[config.mk]
export PLATFORM = sky130hd
export DESIGN_NAME = quoted_word_tokenizer_top
export DESIGN_NICKNAME = d
export VERILOG_FILES = /design/src/sv/qwt_pkg.sv /design/src/sv/qwt_fsm.sv /design/src/sv/quoted_word_tokenizer_top.sv
export VERILOG_INCLUDE_DIRS = /design/src /design/src/sv
export SDC_FILE = /design/constraint.sdc
export NUM_CORES = 1
export LEC_CHECK = 0
export BUFFER_PORTS_ARGS = -buffer_cell sky130_fd_sc_hd__buf_2
export CAP_MARGIN = 15
export CORE_MARGIN = 2
export CORE_UTILIZATION = 60
export CTS_BUF_LIST = sky130_fd_sc_hd__clkbuf_8
export DETAILED_ROUTE_END_ITERATION = 8
export PLACE_DENSITY = 0.87
export SKIP_LAST_GASP = 1
export SYNTH_ARGS = -nofsm -noshare
export SYNTH_HDL_FRONTEND = slang
export SYNTH_SLANG_ARGS = --single-unit
[constraint.sdc]
create_clock -name i_clk -period 4.45 [get_ports i_clk]
set_clock_uncertainty 0.05 [all_clocks]
set_input_delay 0.6675 -clock i_clk [delete_from_list [all_inputs] [get_ports i_clk]]
set_output_delay 0.6675 -clock i_clk [all_outputs]
set_load 0.02 [all_outputs]
[src/sv/quoted_word_tokenizer_top_defines.svh]
// ----------------------------------------------------------------------------
// quoted word tokenizer assertion macros
// shorthand for clocked checks, held off during reset
// ----------------------------------------------------------------------------
`ifndef QUOTED_WORD_TOKENIZER_TOP_DEFINES_SVH
`define QUOTED_WORD_TOKENIZER_TOP_DEFINES_SVH

// condition that must hold at every edge
`define QWT_CHECK(label, expr, msg) \
    label: assert property (@(posedge i_clk) disable iff (!i_rst_n) (expr)) \
        else $error(msg);

// same-cycle implication
`define QWT_IMPLY(label, ante, cons, msg) \
    label: assert property (@(posedge i_clk) disable iff (!i_rst_n) \
        (ante) |-> (cons)) else $error(msg);

`endif

[src/sv/qwt_pkg.sv]
// ----------------------------------------------------------------------------
// qwt_pkg
// types and constants shared by the quoted word tokenizer
// ----------------------------------------------------------------------------
package qwt_pkg;

    localparam int LINE_LENGTH = 4096;
    localparam int IDX_W       = 12;
    localparam int END_W       = 13;
    localparam int IDX_LIMIT   = (LINE_LENGTH - 1 > 4095) ? 4095 : LINE_LENGTH - 1;
    localparam logic [IDX_W-1:0] IDX_MAX = IDX_W'(IDX_LIMIT);

    localparam logic [2:0] MODE_EOL    = 3'd0;
    localparam logic [2:0] MODE_SPACE  = 3'd1;
    localparam logic [2:0] MODE_SQUOTE = 3'd2;
    localparam logic [2:0] MODE_DQUOTE = 3'd3;
    localparam logic [2:0] MODE_CHAR   = 3'd4;
    localparam logic [2:0] MODE_INIT   = 3'd5;

    localparam logic [1:0] STAT_RUN     = 2'd0;
    localparam logic [1:0] STAT_OK      = 2'd1;
    localparam logic [1:0] STAT_PARTIAL = 2'd2;
    localparam logic [1:0] STAT_DONE    = 2'd3;

    typedef enum logic [2:0] {
        ST_WAIT_INIT = 3'd0,
        ST_IDLE      = 3'd1,
        ST_DONE      = 3'd2,
        ST_WORD      = 3'd3,
        ST_SQ        = 3'd4,
        ST_DQ        = 3'd5,
        ST_WORD_SQ   = 3'd6,
        ST_WORD_DQ   = 3'd7
    } t_state;

    typedef struct packed {
        logic [1:0]       status;
        logic [7:0]       closing_quote;
        logic [END_W-1:0] word_end;
        logic [IDX_W-1:0] word_start;
        logic             word_done;
        logic [7:0]       char_out;
        logic             char_valid;
    } t_result;

    localparam int RES_W  = $bits(t_result);
    localparam int DATA_W = ((RES_W + 7) / 8) * 8;

endpackage

[src/sv/qwt_fsm.sv]
// ----------------------------------------------------------------------------
// qwt_fsm
// parse state, quote and word start registers with the per-character logic
// ----------------------------------------------------------------------------
module qwt_fsm
    import qwt_pkg::*;
(
    input  logic             i_clk,
    input  logic             i_rst_n,
    input  logic             i_step,
    input  logic [2:0]       i_mode,
    input  logic [7:0]       i_char,
    input  logic [IDX_W-1:0] i_index,
    output t_result          o_res
);

    t_state           r_state, n_state;
    logic [7:0]       r_quote, n_quote;
    logic [IDX_W-1:0] r_start, n_start;
    logic [IDX_W-1:0] idx;
    logic [2:0]       closer;
    logic             fully;

    always_ff @(posedge i_clk) begin
        if (!i_rst_n) begin
            r_state <= ST_WAIT_INIT;
            r_quote <= '0;
            r_start <= '0;
        end else if (i_step) begin
            r_state <= n_state;
            r_quote <= n_quote;
            r_start <= n_start;
        end
    end

    always_comb begin
        idx     = (i_index > IDX_MAX) ? IDX_MAX : i_index;
        n_state = r_state;
        n_quote = r_quote;
        n_start = r_start;
        o_res   = '0;
        fully   = (r_state == ST_SQ) || (r_state == ST_DQ);
        closer  = ((r_state == ST_SQ) || (r_state == ST_WORD_SQ)) ? MODE_SQUOTE : MODE_DQUOTE;
        case (r_state)
            ST_WAIT_INIT: begin
                if (i_mode == MODE_INIT) n_state = ST_IDLE;
            end
            ST_DONE: begin
                o_res.status = STAT_DONE;
            end
            ST_IDLE: begin
                if (i_mode == MODE_EOL) begin
                    o_res.status = STAT_OK;
                    n_state      = ST_DONE;
                end else if (i_mode == MODE_SQUOTE || i_mode == MODE_DQUOTE) begin
                    n_quote = i_char;
                    n_start = idx;
                    n_state = (i_mode == MODE_SQUOTE) ? ST_SQ : ST_DQ;
                end else if (i_mode == MODE_CHAR) begin
                    n_start          = idx;
                    o_res.char_valid = 1'b1;
                    o_res.char_out   = i_char;
                    n_state          = ST_WORD;
                end
            end
            ST_WORD: begin
                if (i_mode == MODE_EOL || i_mode == MODE_SPACE) begin
                    o_res.word_done  = 1'b1;
                    o_res.word_start = r_start;
                    o_res.word_end   = END_W'(idx);
                    if (i_mode == MODE_EOL) begin
                        o_res.status = STAT_OK;
                        n_state      = ST_DONE;
                    end else begin
                        n_state = ST_IDLE;
                    end
                end else if (i_mode == MODE_SQUOTE || i_mode == MODE_DQUOTE) begin
                    n_quote = i_char;
                    n_state = (i_mode == MODE_SQUOTE) ? ST_WORD_SQ : ST_WORD_DQ;
                end else if (i_mode == MODE_CHAR) begin
                    o_res.char_valid = 1'b1;
                    o_res.char_out   = i_char;
                end
            end
            ST_SQ, ST_DQ, ST_WORD_SQ, ST_WORD_DQ: begin
                if (i_mode == MODE_EOL) begin
                    o_res.word_done  = 1'b1;
                    o_res.word_start = r_start;
                    o_res.word_end   = END_W'(idx);
                    o_res.status     = STAT_PARTIAL;
                    n_state          = ST_DONE;
                end else if (i_mode == closer) begin
                    if (fully) begin
                        o_res.word_done     = 1'b1;
                        o_res.word_start    = r_start;
                        o_res.word_end      = END_W'(idx) + END_W'(1);
                        o_res.closing_quote = r_quote;
                        n_state             = ST_IDLE;
                    end else begin
                        n_state = ST_WORD;
                    end
                end else if (i_mode == MODE_SPACE || i_mode == MODE_SQUOTE ||
                             i_mode == MODE_DQUOTE || i_mode == MODE_CHAR) begin
                    o_res.char_valid = 1'b1;
                    o_res.char_out   = i_char;
                end
            end
            default: begin
                n_state = ST_WAIT_INIT;
            end
        endcase
    end

endmodule

[src/sv/quoted_word_tokenizer_top.sv]
// ----------------------------------------------------------------------------
// quoted_word_tokenizer_top
// path: input stage registers each transfer, parse logic fills result stage
// throughput: one character per cycle unless i_m_tready stalls the output
// reset: synchronous active-low i_rst_n empties both stages and returns the
// parser to awaiting init with quote and word start cleared
// ----------------------------------------------------------------------------
`include "quoted_word_tokenizer_top_defines.svh"

module quoted_word_tokenizer_top
    import qwt_pkg::*;
(
    input  logic              i_clk,
    input  logic              i_rst_n,
    input  logic              i_s_tvalid,
    output logic              o_s_tready,
    input  logic [23:0]       i_s_tdata,  // char_in, char_index, zero pad
    input  logic [2:0]        i_s_tuser,  // mode
    output logic              o_m_tvalid,
    input  logic              i_m_tready,
    output logic [DATA_W-1:0] o_m_tdata   // char_valid, char_out, word_done,
                                          // word_start, word_end,
                                          // closing_quote, status, zero pad
);

    logic             r_in_valid;
    logic [2:0]       r_in_mode;
    logic [7:0]       r_in_char;
    logic [IDX_W-1:0] r_in_index;
    logic             r_out_valid;
    t_result          r_out_res;
    t_result          res;
    logic             step;

    // item moves from input stage to result stage
    assign step       = r_in_valid && (!r_out_valid || i_m_tready);
    assign o_s_tready = !r_in_valid || step;

    always_ff @(posedge i_clk) begin
        if (!i_rst_n) begin
            r_in_valid <= 1'b0;
        end else if (o_s_tready) begin
            r_in_valid <= i_s_tvalid;
        end
    end

    always_ff @(posedge i_clk) begin
        if (o_s_tready && i_s_tvalid) begin
            r_in_mode  <= i_s_tuser;
            r_in_char  <= i_s_tdata[7:0];
            r_in_index <= i_s_tdata[19:8];
        end
    end

    qwt_fsm u_fsm (
        .i_clk   (i_clk),
        .i_rst_n (i_rst_n),
        .i_step  (step),
        .i_mode  (r_in_mode),
        .i_char  (r_in_char),
        .i_index (r_in_index),
        .o_res   (res)
    );

    always_ff @(posedge i_clk) begin
        if (!i_rst_n) begin
            r_out_valid <= 1'b0;
        end else if (!r_out_valid || i_m_tready) begin
            r_out_valid <= r_in_valid;
        end
    end

    always_ff @(posedge i_clk) begin
        if (step) begin
            r_out_res <= res;
        end
    end

    assign o_m_tvalid = r_out_valid;
    assign o_m_tdata  = DATA_W'(r_out_res);

    `QWT_IMPLY(a_char_xor_word, r_out_valid,
        !(r_out_res.char_valid && r_out_res.word_done),
        "char and word end in one transfer")
    `QWT_IMPLY(a_idle_word_zero, r_out_valid && !r_out_res.word_done,
        r_out_res.word_start == '0 && r_out_res.word_end == '0 &&
        r_out_res.closing_quote == '0,
        "word fields set without a finished word")
    `QWT_IMPLY(a_partial_has_word, r_out_valid && r_out_res.status == STAT_PARTIAL,
        r_out_res.word_done && r_out_res.closing_quote == '0,
        "incomplete status without partial word")
    `QWT_IMPLY(a_done_quiet, r_out_valid && r_out_res.status == STAT_DONE,
        !r_out_res.word_done && !r_out_res.char_valid,
        "already done result carries data")
    `QWT_CHECK(a_step_needs_item, !step || r_in_valid, "parser stepped without an item")

endmodule

==> reports/results.tsv <==
metric	value	unit
post-route ant nets	0	
Post-synth ARST share	0	%
DIE AREA	7030	um^2
Final Hold Vio Count	0	
RR Startpoint	r_in_mode[2]$_DFFE_PP_	
synth-to-layout area growth	15.6	%
Crit-path slowest cell	nor4b_4	
CP arrival	2.41	ns
setup TNS	0	ns
residual DRC count	0	
hold_sp	i_s_tdata[14]	
post-DP HPWL	4.51	mm
status	finished clean	
layout cells sized above 1	27.5	%
Floorplan Core Area	6240	um^2
initial core utilization	61.3	%
Crit path required time	4.56	ns
Max stage delay on crit path	0.77	ns
final setup violating endpoints	0	
Hold-fix buffers, CTS	0	
worst vdd ir	0.241	mV
register area share after synthesis	66.5	%
die width	83.8	um
H-tree levels	3	
total CTS buffers	9	
Die Ht	83.8	um
Slew Limit Fails	0	
CTS tree	done	
Hold WC Path Type	in -> reg	
clock-pin slew on the worst setup and hold paths	0.09	ns
Routed WL	6.71	mm
clk_lat worst skew	0.35	ns
yosys warns	0	
post-layout util	70.8	%
RePlAce Congestion	0.840	
initial antenna violation count	0	
synthesis-stage register bit count	93	
row cnt	29	
RSZ-0062 raised after global routing	no	
Syn Inst Count	294	
wire per inst	15.1	um
number of synthesized flops with an enable pin	68	
CP Cell Sequence	nand2b_4, nor4b_4, nand2_1, nor4bb_1	
CTS resizes	0	
crit end category	flip-flop	
Cell variety after synth	45	
Buffers on Ports	73	
Crit. Startpoint	r_in_mode[2]$_DFFE_PP_	
root buffer cell	clkbuf_8	
DR vias	2438	
Synth Flop Type	edfxtp_1	
Crit Path Max Fanout	17	
post-CTS setup buffer count	0	
static leakage	1.72	nW
Sink Count	93	
Final min period	2.31	ns
Tot GR Track Use	19.7	%
Peak Freq	433	MHz
number of global-route vias before repair	2244	
Overflow after GRT	0	
max-cap viol count	0	
largest net degree at the start of global routing	46	
Worst Tran Pin Value	1.04	ns
DR iter-0 viols	187	
CP Launch Type	flip-flop	
Final nets	395	
global-route wire length before repair	10.8	mm
post-synthesis cell area	3820	um^2
Setup CP Type	reg -> reg	
filler instances	425	
DR vias/cell	5.49	
io pins	81	
Longest Clk Path Bufs	2	
period utilization	51.9	%
DRT Pass-1 Iters	5	
synthesized area per cell	13.0	um^2
Rel. slew slack	30.7	%
PwrDens	378	nW/um^2
ANT cells	0	
-- kinds of logic (layout without fill, tap and decap cells) --
family | Yosys count | after routing | share of synthesized area (%)
AOI/OAI and AO/OA | 46 | 46 | 7.85
xor gates and xnor gates | 1 | 1 | 0.229
adders and majority gates | 2 | 2 | 0.654
buffers and inverters | 23 | 94 | 3.11
DFF | 93 | 93 | 66.5
muxes | 21 | 21 | 5.50
other | 1 | 3 | 0.0981
and+or+nand+nor | 107 | 107 | 16.1
-- metal layers --
layer  GRT usage [%]  share of wire, %  vias to the layer above
met5               0                 0                        -
met4            7.62               1.8                        0
met3            5.54               7.1                       10
met2            31.1                48                      104
met1            26.3                43                     1127
li1                -                 -                     1197
-- worst max-delay path: cells and delay by family (launching register included) --
family	cells	cell delay (ns)
and+or+nand+nor	4	1.51
DFF	1	0.55
-- state kept, by name, indices dropped and copies added (netlist names) --
register and cells:
o_m_tdata 45, o_m_tvalid 1, r_in_char 8, r_in_index 12, r_in_mode 3, r_in_valid 1
u_fsm.r_quote 8, u_fsm.r_start 12, u_fsm.r_state 3
-- per-stage QoR --
stage               hold WS, ns  setup WS (ns)  total power, mW  instances  instance area (um^2)
floorplan                 0.402           2.08             1.05        296                  3830
global placement          0.416           2.27             1.08        428                  4200
detailed placement        0.429           2.16             1.09        428                  4200
CTS                       0.419           2.14             1.68        444                  4420
global route              0.415           1.97             1.73        444                  4420
finish                    0.432           2.14             1.67        444                  4420
-- synthesized netlist by cell type (2+ instances only) --
| master | instances | area, um^2 |
|---|---|---|
| a21oi_1 | 5 | 25.0 |
| a31oi_1 | 6 | 37.5 |
| and2_1 | 24 | 150 |
| and3_1 | 2 | 12.5 |
| buf_2 | 8 | 40.0 |
| buf_4 | 4 | 30.0 |
| clkbuf_1 | 6 | 22.5 |
| dfxtp_1 | 25 | 500 |
| edfxtp_1 | 68 | 2040 |
| ha_1 | 2 | 25.0 |
| inv_1 | 3 | 11.3 |
| mux2i_1 | 21 | 210 |
| nand2_1 | 14 | 52.6 |
| nand2b_1 | 4 | 25.0 |
| nand3_1 | 5 | 25.0 |
| nand4_1 | 2 | 12.5 |
| nand4b_1 | 2 | 17.5 |
| nor2_1 | 31 | 116 |
| nor2b_1 | 9 | 56.3 |
| nor3_1 | 3 | 15.0 |
| nor4b_4 | 2 | 47.6 |
| o21ai_0 | 21 | 105 |
| o31ai_1 | 4 | 30.0 |
| or2_2 | 2 | 12.5 |
-- power by group --
part | switching [mW] | total, mW | internal (mW)
Combinational | 0.0559 | 0.0846 | 0.0287
Sequential | 0.0236 | 0.982 | 0.958
Clock | 0.288 | 0.606 | 0.318
Total | 0.367 | 1.67 | 1.30
-- area by class of cell --
cell class	count	area, um^2	area share (%)
clock buffers	9	124	2.80
clock inverters	7	97.6	2.21
inverters	4	15.0	0.340
multi-input cells	180	1170	26.5
flip-flops and latches	93	2540	57.5
well taps	77	96.3	2.18
repair buffers	74	373	8.44
-- final timing paths --
kind / end / slack (ns) / cells past startpoint
max: o_m_tdata[34]$_DFFE_PP_ / 2.14 / 4
min reg2reg: u_fsm.r_quote[4]$_SDFFE_PN0P_ / 0.45 / 2
max reg2reg: o_m_tdata[34]$_DFFE_PP_ / 2.14 / 4
min: r_in_index[6]$_DFFE_PP_ / 0.43 / 1
-- cells in the final DEF, fill, tap and decap left out, types with 2 or more instances in the layout --
| cell type | count |
|---|---|
| buf_2 | 73 |
| o31ai_1 | 4 |
| mux2i_1 | 21 |
| clkinvlp_4 | 2 |
| conb_1 | 3 |
| nor2_1 | 31 |
| nand4_1 | 2 |
| a21oi_1 | 5 |
| nor2b_1 | 9 |
| ha_1 | 2 |
| inv_1 | 3 |
| nand4b_1 | 2 |
| nand3_1 | 5 |
| nor4b_4 | 2 |
| clkbuf_8 | 9 |
| nor3_1 | 3 |
| a31oi_1 | 6 |
| and2_1 | 23 |
| nand2b_1 | 4 |
| edfxtp_1 | 68 |
| bufinv_16 | 2 |
| nand2_1 | 14 |
| dfxtp_1 | 25 |
| and3_1 | 2 |
| or2_2 | 2 |
| o21ai_0 | 21 |
No activity file was read; power rests on OpenSTA's default activity.
